<file path="src/rtl/rld_pkg.sv">
// rld_pkg: widths, constants and the command/status types shared by the
// relative l2 difference controller, datapath and top level. no dependencies
`timescale 1ns / 1ps

package rld_pkg;

   localparam int SAMPLE_BITS   = 16;
   localparam int COUNT_BITS    = 20;
   localparam int DIFF_SQ_BITS  = 2 * SAMPLE_BITS;
   localparam int OLD_SQ_BITS   = 2 * SAMPLE_BITS - 1;
   localparam int DIFF_SUM_BITS = 2 * SAMPLE_BITS + COUNT_BITS + 1;
   localparam int OLD_SUM_BITS  = 2 * SAMPLE_BITS + COUNT_BITS - 1;

   localparam int OUT_INT_BITS  = 8;
   localparam int OUT_FRAC_BITS = 16;
   localparam int OUT_BITS      = OUT_INT_BITS + OUT_FRAC_BITS;
   localparam int SAT_SHIFT     = 2 * OUT_INT_BITS;
   localparam int QUO_BITS      = 2 * OUT_BITS;
   localparam int ROOT_BITS     = OUT_BITS;
   localparam int REM_BITS      = OLD_SUM_BITS + 1;
   localparam int SREM_BITS     = ROOT_BITS + 2;
   localparam int STEP_BITS     = $clog2(QUO_BITS);

   localparam int REQ_DATA_BITS = 2 * SAMPLE_BITS;
   localparam int RSP_DATA_BITS = OUT_BITS;
   localparam int RSP_USER_BITS = 2;

   typedef struct packed {
      logic accept;
      logic check;
      logic div_step;
      logic sqrt_step;
      logic load_out;
   } rld_cmd_type;

   typedef struct packed {
      logic special;
   } rld_status_type;

endpackage

</file>
<file path="src/rtl/rld_ctrl.sv">
// rld_ctrl: sequencer for accumulate, range check, long division and root
// steps, plus the result valid flag. depends on rld_pkg
`timescale 1ns / 1ps

module rld_ctrl (
   input  logic                    clock,
   input  logic                    reset,
   input  logic                    req_tvalid,
   input  logic                    req_tlast,
   output logic                    req_tready,
   output logic                    rsp_tvalid,
   input  logic                    rsp_tready,
   input  rld_pkg::rld_status_type status,
   output rld_pkg::rld_cmd_type    cmd
);
   import rld_pkg::*;

   typedef enum logic [2:0] {
      ST_IDLE,
      ST_CHECK,
      ST_DIV,
      ST_SQRT,
      ST_FINISH
   } state_type;

   state_type            state_ff, state_in;
   logic [STEP_BITS-1:0] count_ff, count_in;
   logic                 rsp_valid_ff, rsp_valid_in;
   logic                 out_free;

   assign req_tready = (state_ff == ST_IDLE);
   assign rsp_tvalid = rsp_valid_ff;
   assign out_free   = !rsp_valid_ff || rsp_tready;

   always_comb begin
      cmd           = '0;
      cmd.accept    = (state_ff == ST_IDLE) && req_tvalid;
      cmd.check     = (state_ff == ST_CHECK);
      cmd.div_step  = (state_ff == ST_DIV);
      cmd.sqrt_step = (state_ff == ST_SQRT);
      cmd.load_out  = (state_ff == ST_FINISH) && out_free;
   end

   always_comb begin
      state_in     = state_ff;
      count_in     = count_ff;
      rsp_valid_in = rsp_valid_ff && !rsp_tready;
      unique case (state_ff)
         ST_IDLE: begin
            if (req_tvalid && req_tlast) begin
               state_in = ST_CHECK;
            end
         end
         ST_CHECK: begin
            count_in = '0;
            state_in = status.special ? ST_FINISH : ST_DIV;
         end
         ST_DIV: begin
            if (count_ff == STEP_BITS'(QUO_BITS - 1)) begin
               count_in = '0;
               state_in = ST_SQRT;
            end else begin
               count_in = count_ff + 1'b1;
            end
         end
         ST_SQRT: begin
            if (count_ff == STEP_BITS'(ROOT_BITS - 1)) begin
               count_in = '0;
               state_in = ST_FINISH;
            end else begin
               count_in = count_ff + 1'b1;
            end
         end
         ST_FINISH: begin
            if (out_free) begin
               rsp_valid_in = 1'b1;
               state_in     = ST_IDLE;
            end
         end
         default: state_in = ST_IDLE;
      endcase
   end

   always_ff @(posedge clock) begin
      if (reset) begin
         state_ff     <= ST_IDLE;
         count_ff     <= '0;
         rsp_valid_ff <= 1'b0;
      end else begin
         state_ff     <= state_in;
         count_ff     <= count_in;
         rsp_valid_ff <= rsp_valid_in;
      end
   end

`ifndef SYNTHESIS
   a_div_count: assert property (@(posedge clock) disable iff (reset)
      (state_ff == ST_DIV) |-> (count_ff < STEP_BITS'(QUO_BITS)))
      else $error("division step count out of range");

   a_sqrt_count: assert property (@(posedge clock) disable iff (reset)
      (state_ff == ST_SQRT) |-> (count_ff < STEP_BITS'(ROOT_BITS)))
      else $error("root step count out of range");

   a_valid_source: assert property (@(posedge clock) disable iff (reset)
      $rose(rsp_valid_ff) |-> $past(state_ff == ST_FINISH))
      else $error("result raised outside finish");

   a_last_starts: assert property (@(posedge clock) disable iff (reset)
      (req_tvalid && req_tready && req_tlast) |=> (state_ff == ST_CHECK))
      else $error("last item did not start evaluation");

   a_finish_holds: assert property (@(posedge clock) disable iff (reset)
      (state_ff == ST_FINISH && rsp_valid_ff && !rsp_tready)
      |=> (state_ff == ST_FINISH && rsp_valid_ff))
      else $error("pending result overwritten");
`endif

endmodule

</file>
<file path="src/rtl/rld_datapath.sv">
// rld_datapath: saturating square accumulators, restoring long divider,
// bit-pair square root and result register. depends on rld_pkg
`timescale 1ns / 1ps

module rld_datapath (
   input  logic                                 clock,
   input  logic                                 reset,
   input  rld_pkg::rld_cmd_type                 cmd,
   output rld_pkg::rld_status_type              status,
   input  logic [rld_pkg::SAMPLE_BITS-1:0]      new_value,
   input  logic [rld_pkg::SAMPLE_BITS-1:0]      old_value,
   input  logic                                 last_element,
   output logic [rld_pkg::OUT_BITS-1:0]         relative_diff,
   output logic                                 zero_reference,
   output logic                                 saturated
);
   import rld_pkg::*;

   localparam logic [SAMPLE_BITS-1:0] SIGN_BIT = {1'b1, {(SAMPLE_BITS - 1){1'b0}}};

   logic [DIFF_SUM_BITS-1:0] diff_acc_ff, diff_acc_in;
   logic [OLD_SUM_BITS-1:0]  old_acc_ff, old_acc_in;
   logic [DIFF_SUM_BITS-1:0] num_ff;
   logic [OLD_SUM_BITS-1:0]  den_ff;
   logic [REM_BITS-1:0]      rem_ff;
   logic [QUO_BITS-1:0]      quo_ff;
   logic [SREM_BITS-1:0]     srem_ff;
   logic [ROOT_BITS-1:0]     root_ff;
   logic                     zero_ff;
   logic                     sat_ff;
   logic [OUT_BITS-1:0]      rel_ff;
   logic                     zero_out_ff;
   logic                     sat_out_ff;

   logic [SAMPLE_BITS-1:0]   a_off, b_off, gap, mag;
   logic [DIFF_SQ_BITS-1:0]  diff_sq;
   logic [2*SAMPLE_BITS-1:0] old_sq_full;
   logic [DIFF_SUM_BITS:0]   diff_sum;
   logic [OLD_SUM_BITS:0]    old_sum;
   logic [DIFF_SUM_BITS-1:0] diff_next;
   logic [OLD_SUM_BITS-1:0]  old_next;
   logic                     zero_c, sat_c;
   logic [REM_BITS-1:0]      rem_shift;
   logic                     div_ge;
   logic [SREM_BITS-1:0]     srem_shift, trial;
   logic                     sqrt_ge;

   // sample pair to squared terms
   always_comb begin
      a_off       = new_value ^ SIGN_BIT;
      b_off       = old_value ^ SIGN_BIT;
      gap         = (a_off >= b_off) ? (a_off - b_off) : (b_off - a_off);
      mag         = old_value[SAMPLE_BITS-1] ? (~old_value + 1'b1) : old_value;
      diff_sq     = gap * gap;
      old_sq_full = mag * mag;
      diff_sum    = {1'b0, diff_acc_ff} + (DIFF_SUM_BITS + 1)'(diff_sq);
      old_sum     = {1'b0, old_acc_ff}
                    + (OLD_SUM_BITS + 1)'(old_sq_full[OLD_SQ_BITS-1:0]);
      diff_next   = diff_sum[DIFF_SUM_BITS] ? '1 : diff_sum[DIFF_SUM_BITS-1:0];
      old_next    = old_sum[OLD_SUM_BITS] ? '1 : old_sum[OLD_SUM_BITS-1:0];
   end

   always_comb begin
      diff_acc_in = diff_acc_ff;
      old_acc_in  = old_acc_ff;
      if (cmd.accept) begin
         diff_acc_in = last_element ? '0 : diff_next;
         old_acc_in  = last_element ? '0 : old_next;
      end
   end

   // range check on the captured sums
   assign zero_c         = (den_ff == '0);
   assign sat_c          = !zero_c
                           && (REM_BITS'(num_ff >> SAT_SHIFT) >= REM_BITS'(den_ff));
   assign status.special = zero_c || sat_c;

   // one quotient bit per step
   assign rem_shift = {rem_ff[REM_BITS-2:0], quo_ff[QUO_BITS-1]};
   assign div_ge    = (rem_shift >= REM_BITS'(den_ff));

   // one root bit per step
   assign srem_shift = {srem_ff[SREM_BITS-3:0], quo_ff[QUO_BITS-1:QUO_BITS-2]};
   assign trial      = {root_ff, 2'b01};
   assign sqrt_ge    = (srem_shift >= trial);

   always_ff @(posedge clock) begin
      if (reset) begin
         diff_acc_ff <= '0;
         old_acc_ff  <= '0;
      end else begin
         diff_acc_ff <= diff_acc_in;
         old_acc_ff  <= old_acc_in;
      end
   end

   always_ff @(posedge clock) begin
      if (cmd.accept && last_element) begin
         num_ff <= diff_next;
         den_ff <= old_next;
      end
      if (cmd.check) begin
         zero_ff <= zero_c;
         sat_ff  <= sat_c;
         rem_ff  <= REM_BITS'(num_ff >> SAT_SHIFT);
         quo_ff  <= {num_ff[SAT_SHIFT-1:0], {(QUO_BITS - SAT_SHIFT){1'b0}}};
         srem_ff <= '0;
         root_ff <= '0;
      end else if (cmd.div_step) begin
         rem_ff <= div_ge ? (rem_shift - REM_BITS'(den_ff)) : rem_shift;
         quo_ff <= {quo_ff[QUO_BITS-2:0], div_ge};
      end else if (cmd.sqrt_step) begin
         srem_ff <= sqrt_ge ? (srem_shift - trial) : srem_shift;
         root_ff <= {root_ff[ROOT_BITS-2:0], sqrt_ge};
         quo_ff  <= {quo_ff[QUO_BITS-3:0], 2'b00};
      end
      if (cmd.load_out) begin
         rel_ff      <= sat_ff ? '1 : (zero_ff ? '0 : root_ff);
         zero_out_ff <= zero_ff;
         sat_out_ff  <= sat_ff;
      end
   end

   assign relative_diff  = rel_ff;
   assign zero_reference = zero_out_ff;
   assign saturated      = sat_out_ff;

endmodule

</file>
<file path="src/rtl/relative_l2_difference_core.sv">
// relative_l2_difference_core: top level, joins controller and datapath and
// packs the stream channels. depends on rld_pkg, rld_ctrl, rld_datapath
`timescale 1ns / 1ps
//
// each req item carries one new/old element pair in signed q2.14; tlast
// marks the final pair of a vector. pairs are accepted one per cycle and
// folded into saturating sums of squared differences and squared old values.
// after the last pair the input stalls (req_tready low) while the block
// checks for a zero reference or an oversized ratio, then runs a 48 step
// long division of the difference sum over the old sum, one quotient bit
// per cycle, and a 24 step square root, one root bit per cycle.
// a normal vector end loads its result after the root steps; a zero
// reference or saturation skips the division and root and goes from the
// check straight to the result load. the next item is accepted in the
// cycle after the result is loaded.
// the result sits in an output register; while the receiver stalls it holds
// and the block keeps taking items, stalling only if a second result is
// ready before the first is taken.
// reset clears both sums and drops any pending result.
//

module relative_l2_difference_core (
   input  logic                              clock,
   input  logic                              reset,
   input  logic                              req_tvalid,
   output logic                              req_tready,
   // new_value [15:0], old_value [31:16]
   input  logic [rld_pkg::REQ_DATA_BITS-1:0] req_tdata,
   input  logic                              req_tlast,
   output logic                              rsp_tvalid,
   input  logic                              rsp_tready,
   // relative_diff [23:0]
   output logic [rld_pkg::RSP_DATA_BITS-1:0] rsp_tdata,
   // zero_reference [0], saturated [1]
   output logic [rld_pkg::RSP_USER_BITS-1:0] rsp_tuser
);
   import rld_pkg::*;

   rld_cmd_type    cmd;
   rld_status_type status;
   logic           zero_reference;
   logic           saturated;

   rld_ctrl u_ctrl (
      .clock      (clock),
      .reset      (reset),
      .req_tvalid (req_tvalid),
      .req_tlast  (req_tlast),
      .req_tready (req_tready),
      .rsp_tvalid (rsp_tvalid),
      .rsp_tready (rsp_tready),
      .status     (status),
      .cmd        (cmd)
   );

   rld_datapath u_datapath (
      .clock          (clock),
      .reset          (reset),
      .cmd            (cmd),
      .status         (status),
      .new_value      (req_tdata[SAMPLE_BITS-1:0]),
      .old_value      (req_tdata[2*SAMPLE_BITS-1:SAMPLE_BITS]),
      .last_element   (req_tlast),
      .relative_diff  (rsp_tdata),
      .zero_reference (zero_reference),
      .saturated      (saturated)
   );

   assign rsp_tuser = {saturated, zero_reference};

endmodule
</file>
<file path="config.mk">
export PLATFORM = sky130hd
export DESIGN_NAME = relative_l2_difference_core
export DESIGN_NICKNAME = d
export VERILOG_FILES = /design/src/rtl/rld_pkg.sv /design/src/rtl/rld_ctrl.sv /design/src/rtl/rld_datapath.sv /design/src/rtl/relative_l2_difference_core.sv
export SDC_FILE = /design/constraint.sdc
export NUM_CORES = 2
export LEC_CHECK = 0
export BUFFER_PORTS_ARGS = -buffer_cell sky130_fd_sc_hd__buf_2
export CAP_MARGIN = 30
export CELL_PAD_IN_SITES_DETAIL_PLACEMENT = 0
export CELL_PAD_IN_SITES_GLOBAL_PLACEMENT = 1
export CORE_MARGIN = 2
export CORE_UTILIZATION = 51
export CTS_CLUSTER_SIZE = 10
export DETAILED_ROUTE_END_ITERATION = 12
export HOLD_SLACK_MARGIN = 0.05
export PLACE_DENSITY_LB_ADDON = 0.25
export SLEW_MARGIN = 30
export SYNTH_ARGS = -nofsm -noshare
export SYNTH_HDL_FRONTEND = slang
export SYNTH_SLANG_ARGS = --single-unit
</file>
<file path="constraint.sdc">
create_clock -name clock -period 11.9 [get_ports clock]
set_input_delay 0.595 -clock clock [delete_from_list [all_inputs] [get_ports clock]]
set_output_delay 0.595 -clock clock [all_outputs]
set_load 0.005 [all_outputs]
</file>
======== After elaboration in Yosys (flattened, before gate mapping) ========
Index checks and enable logic that the tools add are counted.
word-level totals
  flip-flop bits (word level) ............. 393
  output and inout port bits .............. 28
  bits of input ports ..................... 37
cells by class
  order comparisons ....................... 4
  $mul .................................... 2
  reduce and logical (&&, ||, !) cells .... 18
  bitwise operators ....................... 4
  $add $sub $neg .......................... 8
  equality and inequality tests ........... 10
  mux-type cells .......................... 25
operators with widths
  cell                     number
  $mux W51                 3
  $mux W48                 3
  $mux W53                 2
  $mux W37                 2
  $add A53 B32 Y54         1
  $add A51 B31 Y52         1
  $ge A52 B51 Y1           1
  $ge A37 B51 Y1           1
  $logic_not A51 Y1        1
  $sub A51 B51 Y51         1
  $mux W24                 2
  $mul A16 B16 Y32         1
  $mux W16                 2
  $sub A16 B16 Y16         2
  $mul A16 B16 Y31         1
  $ge A26 B26 Y1           1
  $sub A24 B24 Y24         1
  $pmux W6 S3              1
  $add A16 B1 Y16 const B  1
  $ge A16 B16 Y1           1
  $not A16 Y16             1
  $mux W3                  5
  $pmux W3 S5              1
  $mux W6                  2
  other kinds (17)         33

======== Logic depth before layout (Yosys ltp) ========
  depth in word-level cells ............... 7
  gate-level depth with buffers ........... 45

======== Hierarchy ========
Synthesis repeated with hierarchy kept, for this count alone.
second synthesis, totals
  cell total of the unflattened synthesis .. 4553
  area total of the unflattened synthesis .. 40153.5 um^2
by module, submodules not included
  module                       sequential area each (um^2)  cells an instance  area an instance (um^2)  times used
  rld_datapath                 9519.1                       4476               39544.2                  1
  rld_ctrl                     200.2                        75                 594.3                    1
  relative_l2_difference_core  0.0                          2                  15.0                     1

======== Worst setup path before layout ========
No wires, ideal clock.
  path kind ............................... input-to-reg
  start point ............................. in req_tdata[16] in the netlist's numbering
  end point ............................... reg u_datapath.den_ff[34], data pin
  data required time ...................... 11635 ps
  buffers on the path ..................... 4
  arrival time ............................ 9522 ps
  path slack .............................. 2113 ps
  stages on the path ...................... 40
  path through ............................ clkinv_1 clkbuf_1 ha_1 nand4_1 or3_1 o21ai_0 xnor2_1 clkbuf_1 nor2_1 fa_1 fa_1 fa_1 fa_1 fa_1 inv_1 fa_1 inv_1 ha_1 [4 not listed] o31ai_1 or2_2 a41oi_1 xnor2_1 ha_1 clkbuf_1 a21o_1 a21o_1 a21o_1 inv_1 nand2_1 nand2_1 a31oi_1 o21ai_0 buf_2 nor2_1 a21oi_1 o21ai_0
on the way
  longest elaborated chain between the ends .. 6
ends and longest elaborated chain
  element                      line                               RTL
  start: declaration           relative_l2_difference_core.sv:28  input logic [rld_pkg::REQ_DATA_BITS-1:0] req_tdata,
  $not A16 Y16                 rld_datapath.sv:53                 mag = old_value[SAMPLE_BITS-1] ? (~old_value + 1'b1) : old_value;
  $add A16 B1 Y16              rld_datapath.sv:53
  $mux W16 (*)                 rld_datapath.sv:53
  $mul A16 B16 Y31 (*)         rld_datapath.sv:55                 old_sq_full = mag * mag;
  $add A51 B31 Y52 (*)         rld_datapath.sv:58                 + (OLD_SUM_BITS + 1)'(old_sq_full[OLD_SQ_BITS-1:0]);
  $mux W51 (*)                 rld_datapath.sv:60                 old_next = old_sum[OLD_SUM_BITS] ? '1 : old_sum[OLD_SUM_BITS-1:0];
  net u_datapath.old_next[34]  rld_datapath.sv:41                 logic [OLD_SUM_BITS-1:0] old_next;
  end signal: assignment       rld_datapath.sv:100                den_ff <= old_next;
  end: declaration             rld_datapath.sv:24                 logic [OLD_SUM_BITS-1:0] den_ff;
The timed path passes the listed nets; every way through them passes the cells marked *.
A chain may end at the register's enable or synchronous reset.

======== Worst setup path after layout ========
  start point ............................. in req_tdata[17] in the netlist's numbering
  end point ............................... reg u_datapath.den_ff[50], data pin
Same word-level chain as after synthesis.

==> impl_metrics.py <==
metrics = {
    "grt": {
        "grt_max_degree": 83,
        "grt_overflow": 0,
        "grt_pass1_vias": 30381,
        "grt_pass1_wl_um": 161000,
        "antenna_found_initial": 0,
        "track_usage_pct": 25.0,
    },
    "sta": {
        "fmax_ghz": 0.0976,
        "drv_slew": 0,
        "setup_violations": 0,
        "tightest_slew_ns": 0.995,
        "rsz0062_at_grt": "false",
        "fin_crit_sh_pct": 86.1,
        "slew_headroom_pct": 33.2,
        "post-route-min-period_ns": 10.25,
        "skew_ns": 0.0290,
        "fin_setup_tns_ns": 0,
        "hold_viol": 0,
    },
    "yosys": {
        "muxShareOfSynthArea_pct": 1.89,
        "synth-main-ff-cell": "dfxtp_1",
        "async_reset_ff_share_pct": 0,
        "synthXorXnorAreaFrac_pct": 4.57,
        "synth_cells": 4453,
        "synth.top_cell.area_share_pct": 18.5,
        "ys_ff_latch": 393,
        "yosys.area_share.simple_pct": 13.4,
        "synth_top_family_by_area": "adder cells",
        "yosysMostFrequentCell": "inv_1",
        "synth-warning-count": 0,
        "synth-edff-count": 185,
        "yosysSeqAreaShare_pct": 24.6,
        "synth_area_leaders": "fa_1 19%, edfxtp_1 14%, ha_1 12%",
        "synth_compound_area_share_pct": 16.6,
        "synthAdderAreaFrac_pct": 30.5,
        "netlist_area_mm2": 0.0395,
        "synth_area_per_cell_um2": 8.87,
        "yosys.area.top_type": "fa_1",
        "synth_cell_types": 95,
        "yosys-top-cells-count": "679 x inv_1, 432 x nand2_1, 378 x ha_1",
    },
    "floorplan": {
        "start_util_pct": 51.2,
        "rows": 102,
        "fp.dieArea_mm2": 0.0797,
        "die_y_um": 282,
        "coreArea_mm2": 0.0771,
        "die_x_um": 282,
        "ios": 65,
    },
    "placed_design": {
        "routabilityCongestion": 0.903,
        "hpwl_um": 76700,
        "io_buffers": 64,
    },
    "clocking": {
        "clk_path_buf_depth": 3,
        "cts-buffers-inserted": 47,
        "root_buffer": "clkbuf_16",
        "h-tree-depth": 2,
        "worst_skew_pair.late_latency_ns": 0.59,
        "clkTransAtPathRegs_ns": 0.06,
        "cts_resized": 0,
        "cts_setup_buffers": 0,
        "clock_sinks": 393,
        "postCtsHoldBufs": 0,
        "cts_tree": "yes",
    },
    "min_path": {
        "hold_depth": 4,
        "hold_path_class": "in -> reg",
        "worstHoldStart": "rsp_tready",
        "min_to": "u_ctrl.state_ff[2]$_SDFFE_PP0P_",
    },
    "setup_path": {
        "max_stage_delay_ns": 0.55,
        "rrSetupSlack_ns": 6.13,
        "worstReg2RegStart": "u_datapath.diff_acc_ff[8]$_SDFFE_PP0P_",
        "worstSetupEndpointType": "register",
        "crit_path_start_kind": "input pin",
        "crit_path_frequent_cell": "fa_1",
        "cp_slowest_cell": "a2111oi_1",
        "crit_fanout": 13,
        "reg2regPathDepth": 20,
        "arrival_ns": 10.55,
        "worstSetupPathType": "in -> reg",
        "required_ns": 12.20,
        "rr_endpoint": "u_datapath.num_ff[52]$_DFFE_PP_",
    },
    "drt": {
        "drt_iter0_drc": 1823,
        "routedWlPerCell_um": 17.5,
        "via_per_inst": 5.46,
        "routed_wl_um": 97100,
        "vias": 30208,
        "drc": 0,
        "ant_nets": 0,
        "firstDrtPassIters": 6,
    },
    "final_layout": {
        "n_fill_cell": 7241,
        "drive_gt1_share_pct": 6.05,
        "nets": 5236,
        "syn_to_final_growth_pct": 7.16,
        "diodes": 0,
    },
    "flow_run": {
        "drv_cap": 0,
    },
    "outcome": {
        "status": "finished clean",
    },
}
==> worst max-delay path: cells and delay by family <==
kind | cells | cell delay, ns
AO/OA/AOI/OAI | 11 | 2.64
XOR/XNOR | 2 | 0.32
adder cells (fa/ha/maj) | 8 | 3.88
buffers and inverters | 8 | 1.28
AND/OR/NAND/NOR | 9 | 1.81
==> through the flow <==
step	setup slack, ns	hold WS [ns]	std cells	utilization (%)	cell area [um2]
final	1.65	0.340	5535	54.9	42300
after global routing	0.917	0.353	5535	54.9	42300
after CTS	1.61	0.305	5535	54.9	42300
after detailed placement	0.999	0.449	5447	53.1	40900
after global placement	1.09	0.444	5444	53.0	40800
after floorplan	2.11	0.426	4462	-	39500
==> worst max path at each step <==
stage / from / end / slack (ns) / depth (start not counted)
6_report: req_tdata[17] / u_datapath.den_ff[50]$_DFFE_PP_ / 1.65 / 38
5_1_grt: req_tdata[17] / u_datapath.den_ff[50]$_DFFE_PP_ / 0.92 / 38
4_1_cts: req_tdata[17] / u_datapath.den_ff[50]$_DFFE_PP_ / 1.61 / 38
3_5_place_dp: req_tdata[16] / u_datapath.den_ff[50]$_DFFE_PP_ / 1.0 / 41
3_3_place_gp: req_tdata[17] / u_datapath.den_ff[50]$_DFFE_PP_ / 1.09 / 38
2_1_floorplan: req_tdata[16] / u_datapath.den_ff[34]$_DFFE_PP_ / 2.11 / 40
==> per-layer routing <==
| layer | up-vias | wire length (um) | part of all wire [%] | GRT usage (%) |
|---|---|---|---|---|
| met1 | 14391 | 47100 | 48 | 35.9 |
| met5 | - | 0 | 0 | 0 |
| li1 | 14990 | - | - | - |
| met2 | 703 | 43800 | 45 | 40.7 |
| met4 | 0 | 1880 | 1.9 | 5.49 |
| met3 | 124 | 4360 | 4.5 | 2.81 |
==> area by class of cell <==
cell class | instances | area [um2] | area share, %
multi-input cells | 3206 | 26600 | 62.8
flip-flops and latches | 393 | 9720 | 23.0
inverters | 694 | 2610 | 6.16
clock buffers | 81 | 1350 | 3.18
well taps | 1040 | 1300 | 3.07
repair buffers | 114 | 731 | 1.73
clock inverters | 7 | 52.6 | 0.124
==> state kept, by name, indices dropped and copies added (netlist names) <==
signal	cells
u_ctrl.rsp_tvalid	1
u_datapath.quo_ff	48
u_datapath.diff_acc_ff	53
u_datapath.root_ff	24
u_ctrl.state_ff	3
u_datapath.zero_ff	1
u_ctrl.count_ff	6
u_datapath.relative_diff	24
u_datapath.sat_ff	1
u_datapath.rem_ff	51
u_datapath.saturated	1
u_datapath.old_acc_ff	51
u_datapath.srem_ff	24
u_datapath.den_ff	51
u_datapath.zero_reference	1
u_datapath.num_ff	53
==> logic make-up (layout without fill, tap and decap cells) <==
group / count (synthesis) / count (layout)
buffers and inverters: 863 / 896
XOR/XNOR: 199 / 199
AO/OA/AOI/OAI: 1014 / 1014
multiplexers: 71 / 71
other: 2 / 11
AND/OR/NAND/NOR: 1168 / 1168
adder cells (fa/ha/maj): 743 / 743
flip-flops: 393 / 393
==> cells in the final DEF (no fill, tap or decap), types with 64 or more instances in the layout <==
cell type / instances
xnor2_1: 130
nand3_1: 83
nand2_1: 432
fa_1: 365
dfxtp_1: 207
nor2_1: 332
a21o_1: 140
inv_1: 679
a21oi_1: 261
ha_1: 378
o21ai_0: 277
buf_2: 64
edfxtp_1: 185
Power is not shown: default switching activity piles up to over one toggle a cycle in this logic, so the estimate is an artifact.
